`config.mk`:
```
export PLATFORM = sky130hd
export DESIGN_NAME = oik_finish
export DESIGN_NICKNAME = d
export VERILOG_FILES = /design/src/rtl/oik_pkg.sv /design/src/rtl/oik_finish.sv
export SDC_FILE = /design/constraint.sdc
export NUM_CORES = 1
export LEC_CHECK = 0
export ABC_AREA = 1
export BUFFER_PORTS_ARGS = -buffer_cell sky130_fd_sc_hd__clkbuf_2
export CAP_MARGIN = 20
export CORE_MARGIN = 2
export CORE_UTILIZATION = 55
export CTS_CLUSTER_DIAMETER = 200
export CTS_CLUSTER_SIZE = 28
export DETAILED_ROUTE_END_ITERATION = 6
export GPL_ROUTABILITY_DRIVEN = 0
export GPL_TIMING_DRIVEN = 1
export PLACE_DENSITY = 0.75
export SKIP_CTS_REPAIR_TIMING = 1
export SLEW_MARGIN = 10
export SYNTH_ARGS = -nofsm -noshare
export SYNTH_HDL_FRONTEND = slang
export SYNTH_SLANG_ARGS = --single-unit
```
`constraint.sdc`:
```
create_clock -name i_clk -period 18.36 [get_ports i_clk]
set_clock_uncertainty 0.1 [all_clocks]
set_input_delay 1.836 -clock i_clk [delete_from_list [all_inputs] [get_ports i_clk]]
set_output_delay 1.836 -clock i_clk [all_outputs]
set_load 0.02 [all_outputs]
```
`src/rtl/oik_pkg.sv`:
```
`default_nettype none
package oik_pkg;

    // Pipeline depth, one enable per stage
    localparam int NUM_STAGES = 7;
    typedef logic [NUM_STAGES-1:0] t_stage_en;

    // Stage numbers (index into t_stage_en)
    localparam int ST_INDEX  = 0;
    localparam int ST_TABLE  = 1;
    localparam int ST_COEF   = 2;
    localparam int ST_PROD   = 3;
    localparam int ST_SUM    = 4;
    localparam int ST_SCALE  = 5;
    localparam int ST_ROUND  = 6;

    // Configuration register indexes
    localparam int CFG_IDX_W = 1;
    localparam int CFG_DATA_W = 16;
    localparam logic [CFG_IDX_W-1:0] REG_ROBOT_RADIUS = 1'd0;
    localparam logic [CFG_IDX_W-1:0] REG_SPEED_SCALE  = 1'd1;
    localparam logic [CFG_DATA_W-1:0] RADIUS_RESET = 16'd256;
    localparam logic [CFG_DATA_W-1:0] SCALE_RESET  = 16'd256;

    // Fixed-point constants
    localparam logic [63:0] HALF_PI_Q30 = 64'd1686629713;
    localparam logic signed [15:0] ROOT_HALF_Q14 = 16'sd11585;
    localparam logic [63:0] SINE_CAP = 64'd16384;
    localparam logic [8:0] TAYLOR_DIV [8] = '{9'd6, 9'd20, 9'd42, 9'd72,
                                             9'd110, 9'd156, 9'd210, 9'd272};

    // Datapath widths
    localparam int TRIG_W = 16;   // signed Q1.14, range +-16384
    localparam int WR_W   = 33;   // radius * yaw rate, Q18
    localparam int KC_W   = 30;   // K * (c +- s), Q28
    localparam int TERM_W = 46;   // v * K * (c +- s), Q36
    localparam int SUM_W  = 52;   // wheel sum, Q36
    localparam int Q16_W  = 32;   // rounded wheel sum, Q16
    localparam int SPROD_W = 49;  // Q16 times scale, Q24
    localparam int RND_W  = 25;   // integer motor speed before clipping

    localparam logic signed [15:0] SPEED_MAX = 16'sh7FFF;
    localparam logic signed [15:0] SPEED_MIN = 16'sh8000;

    typedef logic signed [Q16_W-1:0] t_q16;

endpackage
`default_nettype wire

```
`src/rtl/oik_finish.sv`:
```
`default_nettype none
module oik_finish (
    input  wire logic                  i_clk,
    input  wire oik_pkg::t_stage_en    i_en,
    input  wire oik_pkg::t_q16         i_q16,
    input  wire logic [15:0]           i_scale,
    output logic [15:0]                o_speed,
    output logic                       o_clip
);

    localparam int PW = oik_pkg::SPROD_W;
    localparam int RW = oik_pkg::RND_W;

    // Stage 6: scale to motor units, Q24
    logic signed [PW-1:0] r6_prod;

    always_ff @(posedge i_clk) begin
        if (i_en[oik_pkg::ST_SCALE]) begin
            r6_prod <= i_q16 * $signed({1'b0, i_scale});
        end
    end

    // Stage 7: round half up to integer and clip to 16 bits
    localparam logic signed [PW-1:0] HALF_Q24 = PW'(1) <<< 23;
    localparam logic signed [RW-1:0] MAX_R = RW'(oik_pkg::SPEED_MAX);
    localparam logic signed [RW-1:0] MIN_R = RW'(oik_pkg::SPEED_MIN);
    logic signed [PW-1:0] w_rnd;
    logic signed [RW-1:0] w_int;
    logic [15:0]          n_speed;
    logic                 n_clip;

    assign w_rnd = r6_prod + HALF_Q24;
    assign w_int = w_rnd[RW+23:24];

    always_comb begin
        priority if (w_int > MAX_R) begin
            n_speed = oik_pkg::SPEED_MAX;
            n_clip  = 1'b1;
        end else if (w_int < MIN_R) begin
            n_speed = oik_pkg::SPEED_MIN;
            n_clip  = 1'b1;
        end else begin
            n_speed = w_int[15:0];
            n_clip  = 1'b0;
        end
    end

    always_ff @(posedge i_clk) begin
        if (i_en[oik_pkg::ST_ROUND]) begin
            o_speed <= n_speed;
            o_clip  <= n_clip;
        end
    end

endmodule
`default_nettype wire

```
==> qor.txt, run 1 <==
status = complete, but fails checks
failing checks = DRC
Seq cells post-synth = 43
Fmax = 118 MHz
vias = 16700
pin count of the biggest net entering global routing = 33
Post-Synthesis Cells = 2774
post-synth cell types = 41
grt total ovfl = 0
Finished Cell Area = 21900 um^2
worst skew pair latency = 290 ps
# DRC = 3
Worst Setup Slack, final = 9870 ps
cell taking the most area after synthesis = fa_1
sequential fraction of the synthesis area = 6.09%
min Tclk post-route = 8490 ps
synth top area cells = fa_1 46%, inv_1 16%, nand2_1 13%
TritonRoute pass-1 iters = 7
Worst Setup Path Type = in -> reg
drt total wl = 50.9 mm
worst r2r src = r6_prod[23]
Mapped Nets = 3433
post-synthesis simple-gate area fraction = 17.5%
RR Endpoint = o_speed[10]
die footprint = 40100 um^2
Initial Util = 56.0%
port bufs = 67
CP Capture Type = flop
final setup fails = 0
most frequent cell after synthesis = inv_1
predominant post-synthesis flop cell = edfxtp_1
Mean Syn Cell Area = 7.64 um^2
Hold Fails Final Rpt = 0
Die Ht = 200 um
initial DRC count = 1260
hold_sp = r6_prod[27]
Synth-to-Final Area Change = 3.59%
crit path launch type = primary input
post-synthesis adder-cell area fraction = 52.9%
Tcrit/Tclk final = 46.2%
CP Max Fanout = 32
initial antenna violation count = 0
Netlist Area Pre-Place = 21200 um^2
share of cells above drive strength 1 = 3.61%
CTS H-tree lvls = 2
CTS Buf Count = 5
Synth top area share = 46.0%
Least-Margin Pin Slew = 990 ps
EDFF count, synth = 43
FFs w/ async S/R, synth = 0%
Place WS = 9690 ps
Setup TNS = 0 ps
CORE AREA = 37800 um^2
worst reg2reg path depth = 12
routed length per instance = 15.6 um
complex-gate fraction of the synthesized area = 3.34%
hold path depth = 4
main combinational cell family by area after synthesis = adder cells
n_diodes = 0
Arrival @ worst endpoint = 8420 ps
Rel. slew slack = 34.0%
hold crit path type = reg -> reg
Commonest cells post-synth = 919 x inv_1, 731 x nand2_1, 487 x fa_1
WHS Endpoint = o_speed[3]
clk buf depth = 2
Clock Sinks = 43
vias in the first global route = 18300
num rows = 71
multiplexer share of the synthesized area = 0%
CTS tree = done
RSZ-0062 raised after global routing = false
post-DP HPWL = 42.1 mm
fraction of synthesized cell area in xor and xnor cells = 1.86%
reg2reg setup slack = 15770 ps
first-pass GRT wire length = 86.9 mm
Ports = 73
Placed Area = 21800 um^2
vias per inst = 5.13
Final ANT Viol Nets = 0
clock slew seen by the registers of the worst setup and hold paths = 60 ps
Die W = 200 um
Nets = 3402
Worst Path Required = 18290 ps
Syn. warnings = 0
Global Route Usage Sum = 26.5%
maxcap violations = 0
fin. max-slew vios = 0
Final Hold Slack = 600 ps
clk root buf = clkbuf_16
logic make-up (layout without fill, tap and decap cells):
family / count (synthesis) / after routing
buffers and inverters: 1032 / 1002
AND/OR/NAND/NOR: 926 / 926
adder cells (fa/ha/maj): 603 / 603
AO/OA/AOI/OAI: 125 / 125
XOR/XNOR: 45 / 45
flip-flops: 43 / 43
how the worst max path moves through the flow:
stage                from           to
3_5_place_dp   i_scale[2]  r6_prod[48]
5_1_grt        i_scale[2]  r6_prod[44]
2_1_floorplan   i_q16[31]  r6_prod[48]
3_3_place_gp   i_scale[2]  r6_prod[48]
6_report       i_scale[2]  r6_prod[48]
4_1_cts        i_scale[2]  r6_prod[48]
worst max-delay path, cell delays in order:
cell and delay, ps:
clkbuf_2 720, nand2_1 310, fa_1 690, fa_1 680
inv_1 220, fa_1 530, inv_1 50, fa_1 480
inv_1 50, fa_1 530, inv_1 60, fa_1 530
inv_1 40, ha_1 380, a21oi_1 250, nor3_1 80
a211oi_1 380, nand3_1 190, a21oi_1 150, nand2_1 130
xnor2_1 150
state kept, by name, indices dropped and copies added, names as in the netlist:
name and count:
r6_prod 26, o_clip 1, o_speed 16
through the flow:
step,cells,utilization [%]
after floorplan,2774,-
after global placement,3247,57.5
after detailed placement,3247,57.5
after CTS,3255,58.0
after global routing,3255,58.0
final,3255,58.0
placed cells by master (no fill, tap or decap), types with 2 or more instances in the layout:
master / netlist / final
a21boi_0: 3 / 3
a21o_1: 3 / 3
a21oi_1: 54 / 54
a31oi_1: 12 / 12
and3_1: 3 / 3
buf_4: 0 / 7
clkbuf_16: 0 / 5
clkbuf_2: 0 / 67
edfxtp_1: 43 / 43
fa_1: 487 / 487
ha_1: 116 / 116
inv_1: 919 / 919
nand2_1: 731 / 731
nand2_2: 4 / 4
nand3_1: 42 / 42
nand3_2: 2 / 2
nand4_1: 9 / 9
nor2_1: 99 / 99
nor2_2: 3 / 3
nor3_1: 17 / 17
nor4_1: 7 / 7
o211ai_1: 3 / 3
o21a_1: 3 / 3
o21ai_0: 32 / 32
o21bai_1: 12 / 12
xnor2_1: 15 / 15
xor2_1: 30 / 30
area by class of cell:
type,count,area (um^2)
tap,511,639
clock inverter,3,47.5
timing repair buffer,74,388
clock buffer,5,125
inverter,920,3450
multi-input combinational,1699,16000
fill,3445,15900
sequential,43,1290
per-layer routing:
| metal | global-route usage (%) | up-vias | routed length [um] |
|---|---|---|---|
| li1 | - | 7670 | - |
| met1 | 34.9 | 8202 | 20900 |
| met2 | 46.5 | 684 | 25000 |
| met3 | 2.60 | 149 | 3370 |
| met4 | 8.33 | 0 | 1640 |
| met5 | 0 | - | 0 |
Power of run 1 is not shown: default switching activity piles up to over one toggle a cycle in this logic, so the estimate is an artifact.
==> inputs of run 2 (changes only) <==
Settings changed: PLACE_DENSITY 0.75 to 0.78.
Clock period 18.36 ns to 7.45 ns, I/O delays scaled along.
==> qor.txt, run 2 (synthesis results as in run 1) <==
Die W = 200 um (unchanged)
multi-input logic area = 16000 um^2 (unchanged)
CTS tree = done
CP Capture Type = flop
clk buf depth = 2 (unchanged)
fin. max-slew vios = 0 (unchanged)
Crit path depth = 26 (+24%)
Rel. slew slack = 43.8% (+9.8 points)
CORE AREA = 37800 um^2 (unchanged)
routed length per instance = 15.9 um (+1.8%)
Final ANT Viol Nets = 0 (unchanged)
num rows = 71 (unchanged)
Ports = 73 (unchanged)
Clock Sinks = 43 (unchanged)
TritonRoute pass-1 iters = 6 (-1)
Regs by FF count = r6_prod x26, o_speed x16, o_clip x1
final setup fails = 0 (unchanged)
vias in the first global route = 18800 (+2.7%)
min Tclk post-route = 6760 ps
most used cell, CP = nand2_1
CP Max Fanout = 22 (-31%)
maxcap violations = 0 (unchanged)
pin count of the biggest net entering global routing = 33 (unchanged)
CTS H-tree lvls = 2 (unchanged)
Die Ht = 200 um (unchanged)
RR Endpoint = o_speed[13]
vias = 17000 (+2.0%)
grt total ovfl = 0 (unchanged)
Fill cells = 3364 (-2.4%)
Hold Fails Final Rpt = 0 (unchanged)
die footprint = 40100 um^2 (unchanged)
Global Route Usage Sum = 27.4% (+0.85 points)
Final Hold Slack = 590 ps (-9.64 ps)
Tcrit/Tclk final = 90.8%
critical path's slowest cell = fa_1
clk root buf = clkbuf_16
vias per inst = 5.20 (+1.4%)
Top reg by flops = r6_prod
commonest cells after routing, fill and taps aside = 919 x inv_1, 731 x nand2_1, 487 x fa_1, 116 x ha_1, 99 x nor2_1
initial DRC count = 1403 (+11%)
Arrival @ worst endpoint = 6710 ps (-1710 ps)
clock slew seen by the registers of the worst setup and hold paths = 60 ps (about the same)
Nets = 3420 (+0.53%)
RSZ-0062 raised after global routing = false
worst reg2reg path depth = 12 (unchanged)
reg2reg setup slack = 4820 ps (-10950 ps)
Least-Margin Pin Slew = 843 ps (-148 ps)
commonest non-fill, non-tap cell in the layout = inv_1
drt total wl = 52.1 mm (+2.4%)
initial antenna violation count = 0 (unchanged)
Initial Util = 56.0% (unchanged)
Setup TNS = 0 ps (unchanged)
Storage cell area = 1290 um^2 (unchanged)
CP peak stage delay = 560 ps (-160 ps)
status = complete, no violations
max reg flops = 26 (unchanged)
post-layout util = 58.5% (+0.46 points)
post-DP HPWL = 44.1 mm (+4.6%)
share of cells above drive strength 1 = 4.24% (+0.63 points)
first-pass GRT wire length = 89.7 mm (+3.3%)
Worst Path Required = 7400 ps (-10890 ps)
Worst Setup Path Type = in -> reg
worst skew pair latency = 290 ps (about the same)
worst r2r src = r6_prod[23]
# DRC = 0 (-3)
Fmax = 148 MHz
crit path buf inv count = 8 (+2)
CTS Buf Count = 5 (unchanged)
crit path launch type = primary input
CP endpoint = r6_prod[36]
worst setup path start = i_scale[5]
hold crit path type = reg -> reg
port bufs = 67 (unchanged)
Top Family by Delay on Critical Path = adder cells
Synth-to-Final Area Change = 4.41%
## run 2: final cells by class
cell class	count	share of cell area, %
multi-input combinational	1699	72.3
inverter	920	15.6
sequential	43	5.84
tap	511	2.89
timing repair buffer	92	2.53
clock buffer	5	0.566
clock inverter	3	0.209
antenna	1	0.0113
## run 2: how the worst min path moves through the flow
stage | cells after the start | start | endpoint
after detailed placement | 4 | r6_prod[27] | o_speed[3]
after global placement | 4 | r6_prod[27] | o_speed[3]
after floorplan | 4 | r6_prod[27] | o_speed[3]
after global routing | 4 | r6_prod[27] | o_speed[3]
after CTS | 4 | r6_prod[27] | o_speed[3]
final | 4 | r6_prod[27] | o_speed[3]
## run 2: metal layers
layer	wire length, um	track usage (%)	share of wire, %	vias to the layer above
met1	20000	35.1	38	8273
met2	25400	47.6	49	887
li1	-	-	-	7696
met5	0	0	0	-
met3	4530	3.35	8.7	182
met4	2140	10.7	4.1	0
## run 2: metrics by stage
stage,instance area (um^2),instances,worst slack [ps]
6_report,22100,3274,689
5_1_grt,22100,3273,362
4_1_cts,22100,3273,771
3_5_place_dp,21900,3265,514
3_3_place_gp,21900,3265,601
2_1_floorplan,21200,2774,1040
## run 2: worst register-to-register path, stage by stage (launching register included)
cell and delay, ps:
edfxtp_1 480, ha_1 290, nand3_1 190, nor2_2 180, nand4_2 170, nor2_2 180, nand4_1 90, nand2_1 70
nand2_1 50, nor2_1 90, nand4_1 120, nand2_2 250, nand2_1 100
Power of run 2 is left out for the same reason.
==> inputs of run 3 (changes only) <==
Settings changed: CORE_MARGIN 2 to 10, GPL_ROUTABILITY_DRIVEN 0 to default, REMOVE_ABC_BUFFERS from default to 1.
==> qor.txt, run 3 (synthesis results as in run 1) <==
critical path's slowest cell = fa_1
routed length per instance = 16.2 um (+1.7%)
CP Max Fanout = 18 (-18%)
vias per inst = 5.14 (-1.3%)
drt total wl = 53.0 mm (+1.8%)
port bufs = 67 (unchanged)
vias = 16800 (-1.3%)
TritonRoute pass-1 iters = 5 (-1)
critical-path cell list = clkbuf_2, nand2_1, fa_1, fa_1, inv_1, fa_1, inv_1, fa_1, inv_1, fa_1, inv_1, fa_1, inv_1, ha_1, a21oi_1, nor3_1, a211oi_1, nand3_1, a21oi_1, nand2_1, xnor2_1
RSZ-0062 raised after global routing = false
CP peak stage delay = 580 ps (+20 ps)
Synth-to-Final Area Change = 4.33% (about the same)
CTS tree = done
n_diodes = 0 (-1)
crit path launch type = primary input
Fill cells = 3419 (+1.6%)
share of cells above drive strength 1 = 4.27% (+0.033 points)
CTS Buf Count = 5 (unchanged)
Top Family by Delay on Critical Path = adder cells
multi-input logic area = 16000 um^2 (unchanged)
Setup TNS = 0 ps (unchanged)
Rel. slew slack = 45.9% (+2.1 points)
worst skew pair latency = 280 ps (about the same)
Clock Sinks = 43 (unchanged)
Die Ht = 216 um (+8.0%)
Top reg by flops = r6_prod
most used cell, CP = fa_1
clk root buf = clkbuf_16
Final Hold Slack = 624 ps (+33.7 ps)
Initial Util = 56.0% (unchanged)
status = complete, no violations
CP Capture Type = flop
commonest non-fill, non-tap cell in the layout = inv_1
max reg flops = 26 (unchanged)
Hold Fails Final Rpt = 0 (unchanged)
Worst Path Required = 7380 ps (-20 ps)
final setup fails = 0 (unchanged)
Fmax = 144 MHz (-2.6%)
commonest cells after routing, fill and taps aside = 919 x inv_1, 731 x nand2_1, 487 x fa_1, 116 x ha_1, 99 x nor2_1
# DRC = 0 (unchanged)
maxcap violations = 0 (unchanged)
initial antenna violation count = 1 (+1)
Tcrit/Tclk final = 93.2% (+2.4 points)
Ports = 73 (unchanged)
vias in the first global route = 18300 (-2.7%)
Worst Setup Path Type = in -> reg
fin. max-slew vios = 0 (unchanged)
initial DRC count = 1161 (-17%)
clock slew seen by the registers of the worst setup and hold paths = 60 ps (about the same)
first-pass GRT wire length = 89.1 mm (-0.60%)
clk buf depth = 2 (unchanged)
Regs by FF count = r6_prod x26, o_speed x16, o_clip x1
num rows = 71 (unchanged)
Least-Margin Pin Slew = 812 ps (-31.3 ps)
Global Route Usage Sum = 23.4% (-4.0 points)
Arrival @ worst endpoint = 6870 ps (+160 ps)
CTS H-tree lvls = 2 (unchanged)
post-DP HPWL = 45.6 mm (+3.5%)
grt total ovfl = 0 (unchanged)
CORE AREA = 37800 um^2 (unchanged)
Storage cell area = 1290 um^2 (unchanged)
min Tclk post-route = 6940 ps (+179 ps)
Die W = 216 um (+8.0%)
routability cong. = 0.948
Nets = 3422 (+0.058%)
die footprint = 46800 um^2 (+17%)
hold crit path type = reg -> reg
post-layout util = 58.4% (about the same)
Final ANT Viol Nets = 0 (unchanged)
pin count of the biggest net entering global routing = 32 (-3.0%)
crit path buf inv count = 6 (-2)
[run 3: changes by cell type in the layout (fill, tap and decap cells not counted), sizes merged]
| cell | previous run | this run |
|---|---|---|
| buf | 25 | 27 |
| clkinvlp | 1 | 0 |
| diode | 1 | 0 |
| clkinv | 0 | 1 |
[run 3: area by class of cell]
cell class	instances	share of cell area, %
multi-input cells	1699	72.4
inverters	920	15.6
flip-flops and latches	43	5.84
well taps	511	2.89
repair buffers	94	2.49
clock buffers	5	0.566
clock inverters	3	0.192
[run 3: worst reg2reg max path, cell delays in order, from the launching register on]
cell and delay, ps:
edfxtp_1 490, ha_1 330, nand3_1 190, inv_1 180, nand2_1 150, nor2_1 160
xor2_1 190, nand2_1 70, nor2_1 80, nand4_1 90, nand2_2 240, nand2_1 120
[run 3: metrics by stage]
step | setup slack, ps | instance area [um^2] | std cells
6_report | 510 | 22100 | 3275
2_1_floorplan | 1540 | 20700 | 2662
4_1_cts | 569 | 22100 | 3275
3_5_place_dp | 251 | 21900 | 3267
3_3_place_gp | 442 | 21900 | 3267
5_1_grt | 247 | 22100 | 3275
[run 3: path summary, 6_finish.rpt]
check         startpoint          end  slack [ps]  depth (start not counted)
min reg2reg  r6_prod[27]   o_speed[3]         620                          4
min          r6_prod[27]   o_speed[3]         620                          4
max           i_scale[5]  r6_prod[48]         510                         21
max reg2reg  r6_prod[23]  o_speed[14]        4790                         11
[run 3: layer usage]
metal / wire (um) / vias up / share of wire (%) / track usage, %
li1: - / 7708 / - / -
met1: 21000 / 8335 / 40 / 29.1
met2: 26300 / 616 / 50 / 41.5
met3: 3660 / 157 / 6.9 / 2.63
met4: 2060 / 2 / 3.9 / 7.83
met5: 11 / - / 0.021 / 0
Power of run 3 is left out for the same reason.
